File: src/rtl/rtp_jitter_buffer_gap_fill_core_assert.svh
// Assertion macros for the jitter buffer core.
`ifndef RTP_JITTER_BUFFER_GAP_FILL_CORE_ASSERT_SVH
`define RTP_JITTER_BUFFER_GAP_FILL_CORE_ASSERT_SVH

`define RJB_ASSERT(NAME, PROP, MSG) \
  NAME: assert property (@(posedge clk_i) disable iff (!rst_ni) PROP) \
    else $error(MSG);

`define RJB_NEVER(NAME, EXPR, MSG) \
  NAME: assert property (@(posedge clk_i) disable iff (!rst_ni) !(EXPR)) \
    else $error(MSG);

`endif

File: src/rtl/rjb_pkg.sv
package rjb_pkg;

  localparam int unsigned APB_ADDR_W = 4;
  localparam int unsigned APB_DATA_W = 32;
  localparam int unsigned CFG_W      = 7;
  localparam int unsigned CMD_FIFO_DEPTH = 2;

  localparam logic [1:0] REG_AUDIO_PT   = 2'd0;
  localparam logic [1:0] REG_MIN_FILLED = 2'd1;
  localparam logic [1:0] REG_FILL_THR   = 2'd2;

  localparam logic [CFG_W-1:0] AUDIO_PT_RESET   = 7'd64;
  localparam logic [CFG_W-1:0] MIN_FILLED_RESET = 7'd1;
  localparam logic [CFG_W-1:0] FILL_THR_RESET   = 7'd16;
  localparam logic [CFG_W-1:0] DUMMY_PT_OFFSET  = 7'd2;

  localparam logic       OP_WRITE = 1'b0;
  localparam logic       OP_READ  = 1'b1;

  localparam logic [2:0] WS_QUEUED   = 3'd0;
  localparam logic [2:0] WS_DUMMY    = 3'd1;
  localparam logic [2:0] WS_BAD_TYPE = 3'd2;
  localparam logic [2:0] WS_FULL     = 3'd3;
  localparam logic [2:0] WS_OLD      = 3'd4;

  localparam logic [1:0] RS_EMPTY  = 2'd0;
  localparam logic [1:0] RS_NORMAL = 2'd1;
  localparam logic [1:0] RS_PILING = 2'd2;

  // wrap window for sequence number comparison
  localparam logic [15:0] SEQ_WRAP_LO = 16'd8;
  localparam logic [15:0] SEQ_WRAP_HI = 16'hFFF8;

  typedef struct packed {
    logic        operation;
    logic [15:0] seq_num;
    logic [7:0]  payload_type;
    logic [15:0] payload_tag;
  } in_item_t;

  typedef struct packed {
    logic [2:0]  write_status;
    logic [15:0] gap_count;
    logic [1:0]  read_status;
    logic        frame_valid;
    logic        frame_lost;
    logic [15:0] frame_tag;
    logic [15:0] frame_seq;
  } out_item_t;

  typedef struct packed {
    logic [CFG_W-1:0] audio_payload_type;
    logic [CFG_W-1:0] min_filled;
    logic [CFG_W-1:0] fill_threshold;
  } cfg_t;

  typedef enum logic [1:0] {
    CMD_PKT,
    CMD_DROP,
    CMD_READ
  } cmd_kind_e;

  typedef struct packed {
    cmd_kind_e   kind;
    logic [2:0]  wstat;
    logic [15:0] seq;
    logic [15:0] tag;
  } cmd_t;

  typedef struct packed {
    logic        lost;
    logic [15:0] seq;
    logic [15:0] tag;
  } entry_t;

  localparam int unsigned ENTRY_W = $bits(entry_t);

  typedef enum logic [1:0] {
    BK_IDLE,
    BK_GAP,
    BK_RD
  } bk_state_e;

endpackage

File: src/rtl/rjb_ram.sv
module rjb_ram #(
  parameter int unsigned WIDTH = 33,
  parameter int unsigned DEPTH = 64
) (
  input  logic                     clk_i,
  input  logic                     we_i,
  input  logic [$clog2(DEPTH)-1:0] waddr_i,
  input  logic [WIDTH-1:0]         wdata_i,
  input  logic                     re_i,
  input  logic [$clog2(DEPTH)-1:0] raddr_i,
  output logic [WIDTH-1:0]         rdata_o
);

  logic [WIDTH-1:0] mem_q [DEPTH];
  logic [WIDTH-1:0] rdata_q;

  always_ff @(posedge clk_i) begin
    if (we_i) begin
      mem_q[waddr_i] <= wdata_i;
    end
    if (re_i) begin
      rdata_q <= mem_q[raddr_i];
    end
  end

  assign rdata_o = rdata_q;

endmodule

File: src/rtl/rjb_front.sv
module rjb_front (
  input  logic              in_valid_i,
  output logic              in_ready_o,
  input  rjb_pkg::in_item_t in_item_i,
  input  rjb_pkg::cfg_t     cfg_i,
  output logic              cmd_valid_o,
  input  logic              cmd_ready_i,
  output rjb_pkg::cmd_t     cmd_o
);
  import rjb_pkg::*;

  logic [CFG_W-1:0] pt;
  logic [CFG_W-1:0] dummy_pt;

  assign pt       = in_item_i.payload_type[CFG_W-1:0];
  assign dummy_pt = cfg_i.audio_payload_type + DUMMY_PT_OFFSET;

  always_comb begin
    cmd_o       = '0;
    cmd_o.seq   = in_item_i.seq_num;
    cmd_o.tag   = in_item_i.payload_tag;
    cmd_o.kind  = CMD_PKT;
    cmd_o.wstat = WS_QUEUED;
    if (in_item_i.operation == OP_READ) begin
      cmd_o.kind = CMD_READ;
    end else if (pt == dummy_pt) begin
      cmd_o.kind  = CMD_DROP;
      cmd_o.wstat = WS_DUMMY;
    end else if (pt != cfg_i.audio_payload_type) begin
      cmd_o.kind  = CMD_DROP;
      cmd_o.wstat = WS_BAD_TYPE;
    end
  end

  assign cmd_valid_o = in_valid_i;
  assign in_ready_o  = cmd_ready_i;

endmodule

File: src/rtl/rjb_cmd_fifo.sv
module rjb_cmd_fifo (
  input  logic          clk_i,
  input  logic          rst_ni,
  input  logic          push_valid_i,
  output logic          push_ready_o,
  input  rjb_pkg::cmd_t push_data_i,
  output logic          pop_valid_o,
  input  logic          pop_ready_i,
  output rjb_pkg::cmd_t pop_data_o
);
  import rjb_pkg::*;

  localparam int unsigned QW = $clog2(CMD_FIFO_DEPTH);
  localparam int unsigned CW = $clog2(CMD_FIFO_DEPTH + 1);

  cmd_t          slot_q [CMD_FIFO_DEPTH];
  logic [QW-1:0] wr_q, wr_d;
  logic [QW-1:0] rd_q, rd_d;
  logic [CW-1:0] cnt_q, cnt_d;
  logic          push, pop;

  assign push_ready_o = cnt_q != CW'(CMD_FIFO_DEPTH);
  assign pop_valid_o  = cnt_q != '0;
  assign pop_data_o   = slot_q[rd_q];
  assign push         = push_valid_i && push_ready_o;
  assign pop          = pop_valid_o && pop_ready_i;

  always_comb begin
    wr_d  = push ? QW'(wr_q + 1'b1) : wr_q;
    rd_d  = pop ? QW'(rd_q + 1'b1) : rd_q;
    cnt_d = cnt_q;
    if (push && !pop) begin
      cnt_d = CW'(cnt_q + 1'b1);
    end else if (pop && !push) begin
      cnt_d = CW'(cnt_q - 1'b1);
    end
  end

  always_ff @(posedge clk_i or negedge rst_ni) begin
    if (!rst_ni) begin
      wr_q  <= '0;
      rd_q  <= '0;
      cnt_q <= '0;
    end else begin
      wr_q  <= wr_d;
      rd_q  <= rd_d;
      cnt_q <= cnt_d;
    end
  end

  always_ff @(posedge clk_i) begin
    if (push) begin
      slot_q[wr_q] <= push_data_i;
    end
  end

endmodule

File: src/rtl/rjb_back.sv
`include "rtp_jitter_buffer_gap_fill_core_assert.svh"

module rjb_back #(
  parameter int unsigned DEPTH = 64
) (
  input  logic                       clk_i,
  input  logic                       rst_ni,
  input  rjb_pkg::cfg_t              cfg_i,
  input  logic                       cmd_valid_i,
  output logic                       cmd_ready_o,
  input  rjb_pkg::cmd_t              cmd_i,
  output logic                       out_valid_o,
  input  logic                       out_ready_i,
  output rjb_pkg::out_item_t         out_item_o,
  output logic                       ram_we_o,
  output logic [$clog2(DEPTH)-1:0]   ram_waddr_o,
  output rjb_pkg::entry_t            ram_wdata_o,
  output logic                       ram_re_o,
  output logic [$clog2(DEPTH)-1:0]   ram_raddr_o,
  input  rjb_pkg::entry_t            ram_rdata_i
);
  import rjb_pkg::*;

  localparam int unsigned PW = $clog2(DEPTH);
  localparam int unsigned FW = $clog2(DEPTH + 1);
  localparam int unsigned XW = (FW > CFG_W) ? FW : CFG_W;

  function automatic logic [PW-1:0] ptr_inc(input logic [PW-1:0] p);
    logic [PW-1:0] r;
    r = (p == PW'(DEPTH - 1)) ? '0 : PW'(p + 1'b1);
    return r;
  endfunction

  bk_state_e     state_q, state_d;
  logic [PW-1:0] rd_ptr_q, rd_ptr_d;
  logic [PW-1:0] wr_ptr_q, wr_ptr_d;
  logic [FW-1:0] fill_q, fill_d;
  logic [15:0]   last_seq_q, last_seq_d;
  logic          have_last_q, have_last_d;
  logic [FW-1:0] cnt_q, cnt_d;
  logic [15:0]   mark_seq_q, mark_seq_d;
  logic [15:0]   pkt_seq_q, pkt_seq_d;
  logic [15:0]   pkt_tag_q, pkt_tag_d;
  logic [15:0]   gap_q, gap_d;
  logic [1:0]    rstat_q, rstat_d;
  logic          out_valid_q, out_valid_d;
  out_item_t     out_item_q, out_item_d;

  logic          take;
  logic          full;
  logic          newer;
  logic [15:0]   gap;
  logic [FW-1:0] n_mark;
  logic [XW-1:0] fill_x, min_x, thr_x;
  logic          push_en;
  entry_t        push_entry;
  logic          rd_en;
  out_item_t     res;
  logic          load;
  logic [1:0]    rs;

  assign cmd_ready_o = (state_q == BK_IDLE) && (!out_valid_q || out_ready_i);
  assign take        = cmd_valid_i && cmd_ready_o;
  assign full        = fill_q == FW'(DEPTH);
  assign newer       = (cmd_i.seq > last_seq_q) ||
                       ((cmd_i.seq < SEQ_WRAP_LO) && (last_seq_q > SEQ_WRAP_HI));
  assign gap         = 16'(cmd_i.seq - last_seq_q - 16'd1);
  assign n_mark      = (gap > 16'(DEPTH)) ? FW'(DEPTH) : FW'(gap);
  assign fill_x      = XW'(fill_q);
  assign min_x       = XW'(cfg_i.min_filled);
  assign thr_x       = XW'(cfg_i.fill_threshold);
  assign rs          = (fill_x > thr_x) ? RS_PILING : RS_NORMAL;

  always_comb begin
    state_d = state_q;
    unique case (state_q)
      BK_IDLE: begin
        if (take) begin
          if (cmd_i.kind == CMD_PKT && !full && have_last_q && newer && gap != '0) begin
            state_d = BK_GAP;
          end else if (cmd_i.kind == CMD_READ && fill_q != '0 && fill_x >= min_x) begin
            state_d = BK_RD;
          end
        end
      end
      BK_GAP: begin
        if (cnt_q == '0) begin
          state_d = BK_IDLE;
        end
      end
      BK_RD: begin
        state_d = BK_IDLE;
      end
      default: begin
        state_d = BK_IDLE;
      end
    endcase
  end

  always_comb begin
    rd_ptr_d    = rd_ptr_q;
    wr_ptr_d    = wr_ptr_q;
    fill_d      = fill_q;
    last_seq_d  = last_seq_q;
    have_last_d = have_last_q;
    cnt_d       = cnt_q;
    mark_seq_d  = mark_seq_q;
    pkt_seq_d   = pkt_seq_q;
    pkt_tag_d   = pkt_tag_q;
    gap_d       = gap_q;
    rstat_d     = rstat_q;
    push_en     = 1'b0;
    push_entry  = '0;
    rd_en       = 1'b0;
    res         = '0;
    load        = 1'b0;

    unique case (state_q)
      BK_IDLE: begin
        if (take) begin
          case (cmd_i.kind)
            CMD_DROP: begin
              res.write_status = cmd_i.wstat;
              load             = 1'b1;
            end
            CMD_PKT: begin
              if (full) begin
                res.write_status = WS_FULL;
                load             = 1'b1;
              end else if (!have_last_q || (newer && gap == '0)) begin
                last_seq_d  = cmd_i.seq;
                have_last_d = 1'b1;
                push_en     = 1'b1;
                push_entry  = '{lost: 1'b0, seq: cmd_i.seq, tag: cmd_i.tag};
                res.write_status = WS_QUEUED;
                load        = 1'b1;
              end else if (newer) begin
                last_seq_d = cmd_i.seq;
                cnt_d      = n_mark;
                mark_seq_d = 16'(cmd_i.seq - 16'(n_mark));
                pkt_seq_d  = cmd_i.seq;
                pkt_tag_d  = cmd_i.tag;
                gap_d      = gap;
              end else begin
                res.write_status = WS_OLD;
                load             = 1'b1;
              end
            end
            CMD_READ: begin
              if (fill_q == '0) begin
                res.read_status = RS_EMPTY;
                load            = 1'b1;
              end else if (fill_x >= min_x) begin
                rd_en    = 1'b1;
                rd_ptr_d = ptr_inc(rd_ptr_q);
                fill_d   = FW'(fill_q - 1'b1);
                rstat_d  = rs;
              end else begin
                res.read_status = rs;
                load            = 1'b1;
              end
            end
            default: begin
              load = 1'b1;
            end
          endcase
        end
      end
      BK_GAP: begin
        push_en = 1'b1;
        if (cnt_q != '0) begin
          push_entry = '{lost: 1'b1, seq: mark_seq_q, tag: 16'd0};
          mark_seq_d = 16'(mark_seq_q + 16'd1);
          cnt_d      = FW'(cnt_q - 1'b1);
        end else begin
          push_entry       = '{lost: 1'b0, seq: pkt_seq_q, tag: pkt_tag_q};
          res.write_status = WS_QUEUED;
          res.gap_count    = gap_q;
          load             = 1'b1;
        end
      end
      BK_RD: begin
        res.read_status = rstat_q;
        res.frame_valid = 1'b1;
        res.frame_lost  = ram_rdata_i.lost;
        res.frame_tag   = ram_rdata_i.lost ? 16'd0 : ram_rdata_i.tag;
        res.frame_seq   = ram_rdata_i.seq;
        load            = 1'b1;
      end
      default: begin
      end
    endcase

    // a write into a full ring drops the oldest entry
    if (push_en) begin
      wr_ptr_d = ptr_inc(wr_ptr_q);
      if (full) begin
        rd_ptr_d = ptr_inc(rd_ptr_q);
      end else begin
        fill_d = FW'(fill_q + 1'b1);
      end
    end

    out_valid_d = out_valid_q && !out_ready_i;
    out_item_d  = out_item_q;
    if (load) begin
      out_valid_d = 1'b1;
      out_item_d  = res;
    end
  end

  always_ff @(posedge clk_i or negedge rst_ni) begin
    if (!rst_ni) begin
      state_q     <= BK_IDLE;
      rd_ptr_q    <= '0;
      wr_ptr_q    <= '0;
      fill_q      <= '0;
      last_seq_q  <= '0;
      have_last_q <= 1'b0;
      cnt_q       <= '0;
      out_valid_q <= 1'b0;
    end else begin
      state_q     <= state_d;
      rd_ptr_q    <= rd_ptr_d;
      wr_ptr_q    <= wr_ptr_d;
      fill_q      <= fill_d;
      last_seq_q  <= last_seq_d;
      have_last_q <= have_last_d;
      cnt_q       <= cnt_d;
      out_valid_q <= out_valid_d;
    end
  end

  always_ff @(posedge clk_i) begin
    mark_seq_q <= mark_seq_d;
    pkt_seq_q  <= pkt_seq_d;
    pkt_tag_q  <= pkt_tag_d;
    gap_q      <= gap_d;
    rstat_q    <= rstat_d;
    out_item_q <= out_item_d;
  end

  assign ram_we_o    = push_en;
  assign ram_waddr_o = wr_ptr_q;
  assign ram_wdata_o = push_entry;
  assign ram_re_o    = rd_en;
  assign ram_raddr_o = rd_ptr_q;
  assign out_valid_o = out_valid_q;
  assign out_item_o  = out_item_q;

  `RJB_NEVER(a_fill_max, fill_q > FW'(DEPTH), "fill count above ring depth")
  `RJB_ASSERT(a_empty_ptrs, (fill_q == '0) |-> (rd_ptr_q == wr_ptr_q), "empty ring, pointers differ")
  `RJB_ASSERT(a_gap_no_out, (state_q == BK_GAP) |-> !out_valid_q, "result pending during gap fill")
  `RJB_ASSERT(a_rd_result, (state_q == BK_RD) |=> out_valid_q, "read result not produced")

endmodule

File: src/rtl/rtp_jitter_buffer_gap_fill_core.sv
// Audio jitter buffer with lost-frame gap fill. Items enter on the in channel (packet
// arrival or read request) and each gives exactly one result item on the out channel,
// in order. Input items are classified by payload type on entry and wait in a
// two-entry command queue; the back end runs them one at a time against a ring of
// DEPTH entries held in a single-port-write RAM with registered read. A dropped,
// rejected or directly queued packet loads its result in the cycle that takes it, a
// read that pops answers from the registered RAM read, and a newer packet with a gap
// of g > 0 writes min(g, DEPTH) lost marks, then the packet, one ring write per cycle.
// Results sit in an output register, so the back end moves to the next item while a
// result is being taken.
// Registers: 0x0 audio payload type (dummy type is that value plus two, mod 128),
// 0x4 least fill for a read to pop, 0x8 fill above which reads report piling up.
module rtp_jitter_buffer_gap_fill_core #(
  parameter int unsigned DEPTH = 64
) (
  input  logic                                 clk_i,
  input  logic                                 rst_ni,
  input  logic                                 psel,
  input  logic                                 penable,
  input  logic                                 pwrite,
  input  logic [rjb_pkg::APB_ADDR_W-1:0]       paddr,
  input  logic [rjb_pkg::APB_DATA_W-1:0]       pwdata,
  output logic [rjb_pkg::APB_DATA_W-1:0]       prdata,
  output logic                                 pready,
  input  logic                                 in_valid_i,
  output logic                                 in_ready_o,
  input  rjb_pkg::in_item_t                    in_item_i,
  output logic                                 out_valid_o,
  input  logic                                 out_ready_i,
  output rjb_pkg::out_item_t                   out_item_o
);
  import rjb_pkg::*;

  localparam int unsigned PW = $clog2(DEPTH);

  cfg_t          cfg_q, cfg_d;
  logic          cfg_we;
  logic [1:0]    reg_idx;

  logic          fr_valid, fr_ready;
  cmd_t          fr_cmd;
  logic          q_valid, q_ready;
  cmd_t          q_cmd;

  logic          ram_we, ram_re;
  logic [PW-1:0] ram_waddr, ram_raddr;
  entry_t        ram_wdata, ram_rdata;

  assign pready  = 1'b1;
  assign reg_idx = paddr[APB_ADDR_W-1:2];
  assign cfg_we  = psel && penable && pwrite && pready;

  always_comb begin
    cfg_d = cfg_q;
    if (cfg_we) begin
      unique case (reg_idx)
        REG_AUDIO_PT:   cfg_d.audio_payload_type = pwdata[CFG_W-1:0];
        REG_MIN_FILLED: cfg_d.min_filled         = pwdata[CFG_W-1:0];
        REG_FILL_THR:   cfg_d.fill_threshold     = pwdata[CFG_W-1:0];
        default: begin
        end
      endcase
    end
  end

  always_comb begin
    unique case (reg_idx)
      REG_AUDIO_PT:   prdata = APB_DATA_W'(cfg_q.audio_payload_type);
      REG_MIN_FILLED: prdata = APB_DATA_W'(cfg_q.min_filled);
      REG_FILL_THR:   prdata = APB_DATA_W'(cfg_q.fill_threshold);
      default:        prdata = '0;
    endcase
  end

  always_ff @(posedge clk_i or negedge rst_ni) begin
    if (!rst_ni) begin
      cfg_q.audio_payload_type <= AUDIO_PT_RESET;
      cfg_q.min_filled         <= MIN_FILLED_RESET;
      cfg_q.fill_threshold     <= FILL_THR_RESET;
    end else begin
      cfg_q <= cfg_d;
    end
  end

  rjb_front u_front (
    .in_valid_i  (in_valid_i),
    .in_ready_o  (in_ready_o),
    .in_item_i   (in_item_i),
    .cfg_i       (cfg_q),
    .cmd_valid_o (fr_valid),
    .cmd_ready_i (fr_ready),
    .cmd_o       (fr_cmd)
  );

  rjb_cmd_fifo u_cmd_fifo (
    .clk_i        (clk_i),
    .rst_ni       (rst_ni),
    .push_valid_i (fr_valid),
    .push_ready_o (fr_ready),
    .push_data_i  (fr_cmd),
    .pop_valid_o  (q_valid),
    .pop_ready_i  (q_ready),
    .pop_data_o   (q_cmd)
  );

  rjb_back #(
    .DEPTH (DEPTH)
  ) u_back (
    .clk_i       (clk_i),
    .rst_ni      (rst_ni),
    .cfg_i       (cfg_q),
    .cmd_valid_i (q_valid),
    .cmd_ready_o (q_ready),
    .cmd_i       (q_cmd),
    .out_valid_o (out_valid_o),
    .out_ready_i (out_ready_i),
    .out_item_o  (out_item_o),
    .ram_we_o    (ram_we),
    .ram_waddr_o (ram_waddr),
    .ram_wdata_o (ram_wdata),
    .ram_re_o    (ram_re),
    .ram_raddr_o (ram_raddr),
    .ram_rdata_i (ram_rdata)
  );

  rjb_ram #(
    .WIDTH (ENTRY_W),
    .DEPTH (DEPTH)
  ) u_ring (
    .clk_i   (clk_i),
    .we_i    (ram_we),
    .waddr_i (ram_waddr),
    .wdata_i (ram_wdata),
    .re_i    (ram_re),
    .raddr_i (ram_raddr),
    .rdata_o (ram_rdata)
  );

endmodule
File: config.mk
export PLATFORM = sky130hd
export DESIGN_NAME = rtp_jitter_buffer_gap_fill_core
export DESIGN_NICKNAME = d
export VERILOG_FILES = /design/src/rtl/rjb_pkg.sv /design/src/rtl/rjb_ram.sv /design/src/rtl/rjb_front.sv /design/src/rtl/rjb_cmd_fifo.sv /design/src/rtl/rjb_back.sv /design/src/rtl/rtp_jitter_buffer_gap_fill_core.sv
export VERILOG_INCLUDE_DIRS = /design/src /design/src/rtl
export SDC_FILE = /design/constraint.sdc
export NUM_CORES = 2
export LEC_CHECK = 0
export BUFFER_PORTS_ARGS = -buffer_cell sky130_fd_sc_hd__clkbuf_2
export CORE_MARGIN = 4
export CORE_UTILIZATION = 50
export DETAILED_ROUTE_END_ITERATION = 6
export HOLD_SLACK_MARGIN = 0.02
export PLACE_DENSITY = 0.66
export SKIP_CTS_REPAIR_TIMING = 1
export SLEW_MARGIN = 20
export SYNTH_ARGS = -nofsm -noshare
export SYNTH_HDL_FRONTEND = slang
export SYNTH_HIERARCHICAL = 1
export SYNTH_SLANG_ARGS = --single-unit
File: constraint.sdc
create_clock -name clk_i -period 10.85 [get_ports clk_i]
set_input_delay 0.5425 -clock clk_i [delete_from_list [all_inputs] [get_ports clk_i]]
set_output_delay 0.5425 -clock clk_i [all_outputs]
set_load 0.01 [all_outputs]
* Yosys cells after proc, flatten, opt, wreduce, memory -nomap -nowiden *
Memories as Yosys holds them, arrays and structs flattened. A register that Yosys moved wholly into a read port is not among the register bits.
Index checks and enable logic that the tools add are counted.

storage, ports and cells
  register bits = 192
  RAM bits = 2186
  input port bits = 84
  output and inout port bits = 90
  word-level logic and storage cells = 211
  memories kept = 2

memories
  memory             depth  bits a word  read ports  clocked after memory_dff  write ports  line                source
  u_ring.mem_q       64     33           1           1                         1            rjb_ram.sv:14       logic [WIDTH-1:0] mem_q [DEPTH];
  u_cmd_fifo.slot_q  2      37           1           0                         1            rjb_cmd_fifo.sv:16  cmd_t slot_q [CMD_FIFO_DEPTH];

operators by class
  add/sub/neg operators = 14
  order comparisons = 6
  equal/unequal tests = 20
  muxes and demuxes = 89
  bitwise logic cells = 5
  reductions and logical operators = 49

operator list
  operator               number
  $mux 16                9
  $mux 33                4
  $mux 7                 14
  $pmux 33 s2            1
  $mux 6                 9
  $mux 34                1
  $mux 32                1
  $pmux 16 s2            1
  $mux 2                 12
  $mux 1                 21
  $pmux 7 s3             1
  $add 16x1->16 const B  1
  $gt 16x16->1           1
  $gt 16x16->1 const B   1
  $gt 16x7->1 const B    1
  $logic_and 1x1->1      16
  $logic_not 16->1       1
  $lt 16x4->1 const B    1
  $reduce_bool 16->1     1
  $sub 16x1->16 const B  1
  $sub 16x16->16         1
  $sub 16x7->16          1
  $mux 3                 5
  $reduce_and 5->1       3
  36 further kinds       75

* Depth between registers and ports, before layout *
An unclocked memory read counts as a cell.

  depth after elaboration = 13
  depth in mapped cells = 24
  mapped depth without buffers = 22

* Modules after synthesis *
Netlist, hierarchy kept.

modules (own cells, without submodules)
  module                           times used  cells each  area an instance (µm²)  seq. area each (µm²)
  rjb_ram                          1           3610        81424.3                 64411.8
  rjb_back                         1           866         9350.2                  4784.6
  rjb_cmd_fifo                     1           133         2946.6                  2322.2
  rtp_jitter_buffer_gap_fill_core  1           99          1203.7                  529.3
  rjb_front                        1           64          479.2                   0.0

* Least setup slack after synthesis *
Ideal clock, no wire load.

  path kind = register -> register
  start = register u_cmd_fifo.rd_q
  end = memory u_ring.mem_q[0][18] (data pin)
  library setup time = 0.729 ns
  arrival time = 5.586 ns
  data required time = 10.121 ns
  slack = 4.534 ns
  cell stages (with the launch flop) = 12
  buffers on the path = 1
  clock period less this slack = 6.316 ns
  cell sequence = dfrtp_1 buf_6 mux2_2 ha_1 fa_1 nand3_1 a21oi_1 o21a_1 or3_1 a2111oi_2 a31oi_1 o32ai_1

RTL lines
  element                 line                source
  from (decl)             rjb_cmd_fifo.sv:18  logic [QW-1:0] rd_q, rd_d;
  from (signal assigned)  rjb_cmd_fifo.sv:46  rd_q <= rd_d;
  to (decl)               rjb_ram.sv:14

==> results.toml <==
[run_status]
outcome = "finished clean"

[floorplanning]
rows = 160
core_mm2 = 0.190
initial_core_util_pct = 50.2
die_extent_in_y_um = 445
die_x_um = 445
ios = 174
die-area_mm2 = 0.198

[placement]
gp_routability_congestion = 0.835
placed_area_mm2 = 0.0995
hpwl_um = 131000
portBuffers = 119

[yosys]
synth.avg_cell_area_um2 = 20.0
yosysTopAreaCell = "edfxtp_1"
ys_async_sr_fraction_pct = 2.94
synth-seq-cells = 2411
yosys_warnings = 6
ys_seq_area_share_pct = 75.5
synth_cell_types = 87
synthCells = 4772
mappedNetlistArea_mm2 = 0.0954
synthFlopType = "edfxtp_1"
synth_edf_count = 2340
synthDominantCellAreaShare_pct = 73.7
synth.top_cells.by_area = "edfxtp_1 74%, mux4_2 11%, dfrtp_1 1.8%"

[finish]
final_cell_mix = "2,340 x edfxtp_1, 484 x mux4_2, 230 x clkbuf_16, 172 x nand2_1, 145 x buf_4"
postLayoutCoreUtil_pct = 56.5
drive_above_1_share_pct = 24.9
layout.cells.most_common = "edfxtp_1"
nets = 5152
post-route-cell-area_mm2 = 0.107
area_growth_pct = 12.5

[setup_path]
reg2reg_from = "u_cmd_fifo/rd_q"
crit_path_max_fanout = 25
reg2reg_depth = 14
worstPathArrival_ns = 7.16
setup.worst_path.start_class = "flop"
regToRegEndpoint = "u_ring/mem_q[17][11]"
timing.critical_path.to_type = "flop"
critical_path_class = "flop to flop"
reg2reg_setup_slack_ns = 4.19
worstPathRequired_ns = 11.34

[drt]
wl_per_cell_um = 29.8
initialDrtViolationCount = 5629
first_pass_iters = 5
dr_total_vias = 48200
drtAntennaViolNets = 0
post_drt_via_cell_ratio = 6.23
totalWireLength_um = 231000
drcViolationCount = 0

[min_path]
critical_hold_path_startpoint = "in_valid_i"
min_to = "u_cmd_fifo/wr_q"
timing.hold.worst_path_depth = 3
timing.hold.worst.class = "input pin to flop"

[clocking]
cts-root-buf = "clkbuf_16"
h-tree-depth = 4
clockBufferDepth = 3
cts.sink_count = 2411
cts_tree = "yes"
insertion_delay_ns = 0.90
worst_setup_hold_path_clk_slew_ns = 0.06
numCtsBuffers = 229

[sta]
final.min_clock_period_ns = 6.66
final.setup.tns_ns = 0
fin_hold_ws_ns = 0.0696
timing.fmax_mhz = 150
finalCritPeriodShare_pct = 61.4
final-max-slew-violation-count = 0
rsz0062_at_grt = "no"
worst-slew-pin-transition_ns = 1.25
finalClockSkew_ns = 0.0791
finalHoldViolations = 0
relSlewSlack_pct = 16.5
finalSetupViolCount = 0

[global_routing]
first_global_vias = 48200
globalRoute.totalOverflow = 0
track_usage_pct = 23.4
maximum_number_of_pins_on_one_net_before_global_route_repair = 108
grt_first_pass_wirelength_um = 337000
antenna_found_initial = 14

[power_and_ir_drop]
p_leak_uw = 0.0325
worst_ir_drop_vdd_v = 0.000211
power_per_cell_area_mw_per_mm2 = 253

[job]
timing.max_cap.violations = 0
[routing by layer]
| layer | routed length [um] | global-route usage [%] | vias up |
|---|---|---|---|
| li1 | - | - | 20100 |
| met1 | 94900 | 33.8 | 25700 |
| met2 | 113000 | 37.7 | 2066 |
| met3 | 16700 | 3.20 | 315 |
| met4 | 6110 | 6.68 | 4 |
| met5 | 23 | 0 | - |
[Yosys cell counts, types with 27 or more instances]
cell type / n
inv_1: 54
a22oi_1: 76
nor2b_1: 50
dfrtp_1: 68
mux2i_1: 127
o21ai_0: 69
nand4_1: 75
buf_2: 74
buf_6: 27
buf_4: 74
mux2_4: 27
mux4_2: 484
clkbuf_1: 134
a21oi_1: 49
o22ai_1: 58
nand3_1: 97
nor2_1: 118
and2_1: 56
ha_1: 47
nand2_1: 172
mux2_2: 51
a211oi_1: 39
and3_1: 39
o221ai_1: 54
xnor2_1: 28
edfxtp_1: 2340
[through the flow]
stage	cells	total power, uW	worst slack (ns)
final	7729	27100	4.19
after floorplan	4796	17200	4.53
after detailed placement	7257	19500	4.29
after CTS	7680	27300	4.22
after global placement	7256	19400	4.30
after global routing	7724	28300	3.86
[worst max path at each step]
| stage | from | to | slack, ns | cells after the start |
|---|---|---|---|---|
| final | u_cmd_fifo/rd_q | u_ring/mem_q[17][11] | 4.19 | 14 |
| after global routing | u_cmd_fifo/rd_q | u_back/mark_seq_q[12] | 3.86 | 22 |
| after CTS | u_cmd_fifo/rd_q | u_ring/mem_q[17][11] | 4.22 | 14 |
| after detailed placement | u_cmd_fifo/rd_q | u_back/mark_seq_q[12] | 4.29 | 22 |
| after global placement | u_cmd_fifo/rd_q | u_back/mark_seq_q[12] | 4.30 | 22 |
| after floorplan | u_cmd_fifo/rd_q | u_ring/mem_q[0][18] | 4.53 | 11 |
[power by group]
part	switching [uW]	leakage, uW	internal [uW]	total, uW
logic	4570	0.00828	2740	7310
registers	415	0.0207	11600	12000
clock network	3420	0.00357	4410	7830
total	8410	0.0325	18700	27100
[cells by family (layout without fill, tap and decap cells)]
family | after synthesis | count (layout) | share of synthesized area, %
adders and majority gates | 49 | 49 | 0.658
AOI/OAI and AO/OA | 470 | 470 | 3.50
buffers and inverters | 374 | 789 | 2.09
other | 3 | 34 | 0.0118
DFF | 2411 | 2411 | 75.5
and+or+nand+nor | 723 | 723 | 3.94
muxes | 689 | 689 | 13.8
xor gates and xnor gates | 53 | 53 | 0.494
[flip-flops by register name (all words and copies together), names as in the netlist, 16 cells and up]
register           cells
u_ring/mem_q        2112
u_back/out_item_o     55
u_ring/rdata_o        33
u_back/gap_q          16
cfg_q                 21
u_back/last_seq_q     16
u_back/mark_seq_q     16
u_back/pkt_tag_q      16
u_cmd_fifo/slot_q     74
u_back/pkt_seq_q      16
[area by class of cell]
cell class              count  area (um2)
multi-input cells        2011       22300
flip-flops and latches   2411       72100
repair buffers            311        2230
well taps                2511        3140
diodes                      7        17.5
inverters                  55         208
clock buffers             290        6010
clock inverters           133        1400
fillers                 13900       82700
[critical path, stage by stage, from the launching register on]
cell	delay (ns)
dfrtp_2	0.65
mux2_2	0.46
ha_1	0.27
fa_1	0.46
a21oi_1	0.22
o211ai_2	0.17
a2111oi_2	0.31
a211oi_1	0.13
or4_4	0.59
nor3_4	0.33
a21oi_2	0.27
clkinv_2	0.38
nand3_1	0.66
nor2_4	0.78
buf_4	0.53
Note: power is estimated with default switching activity, not from simulation.
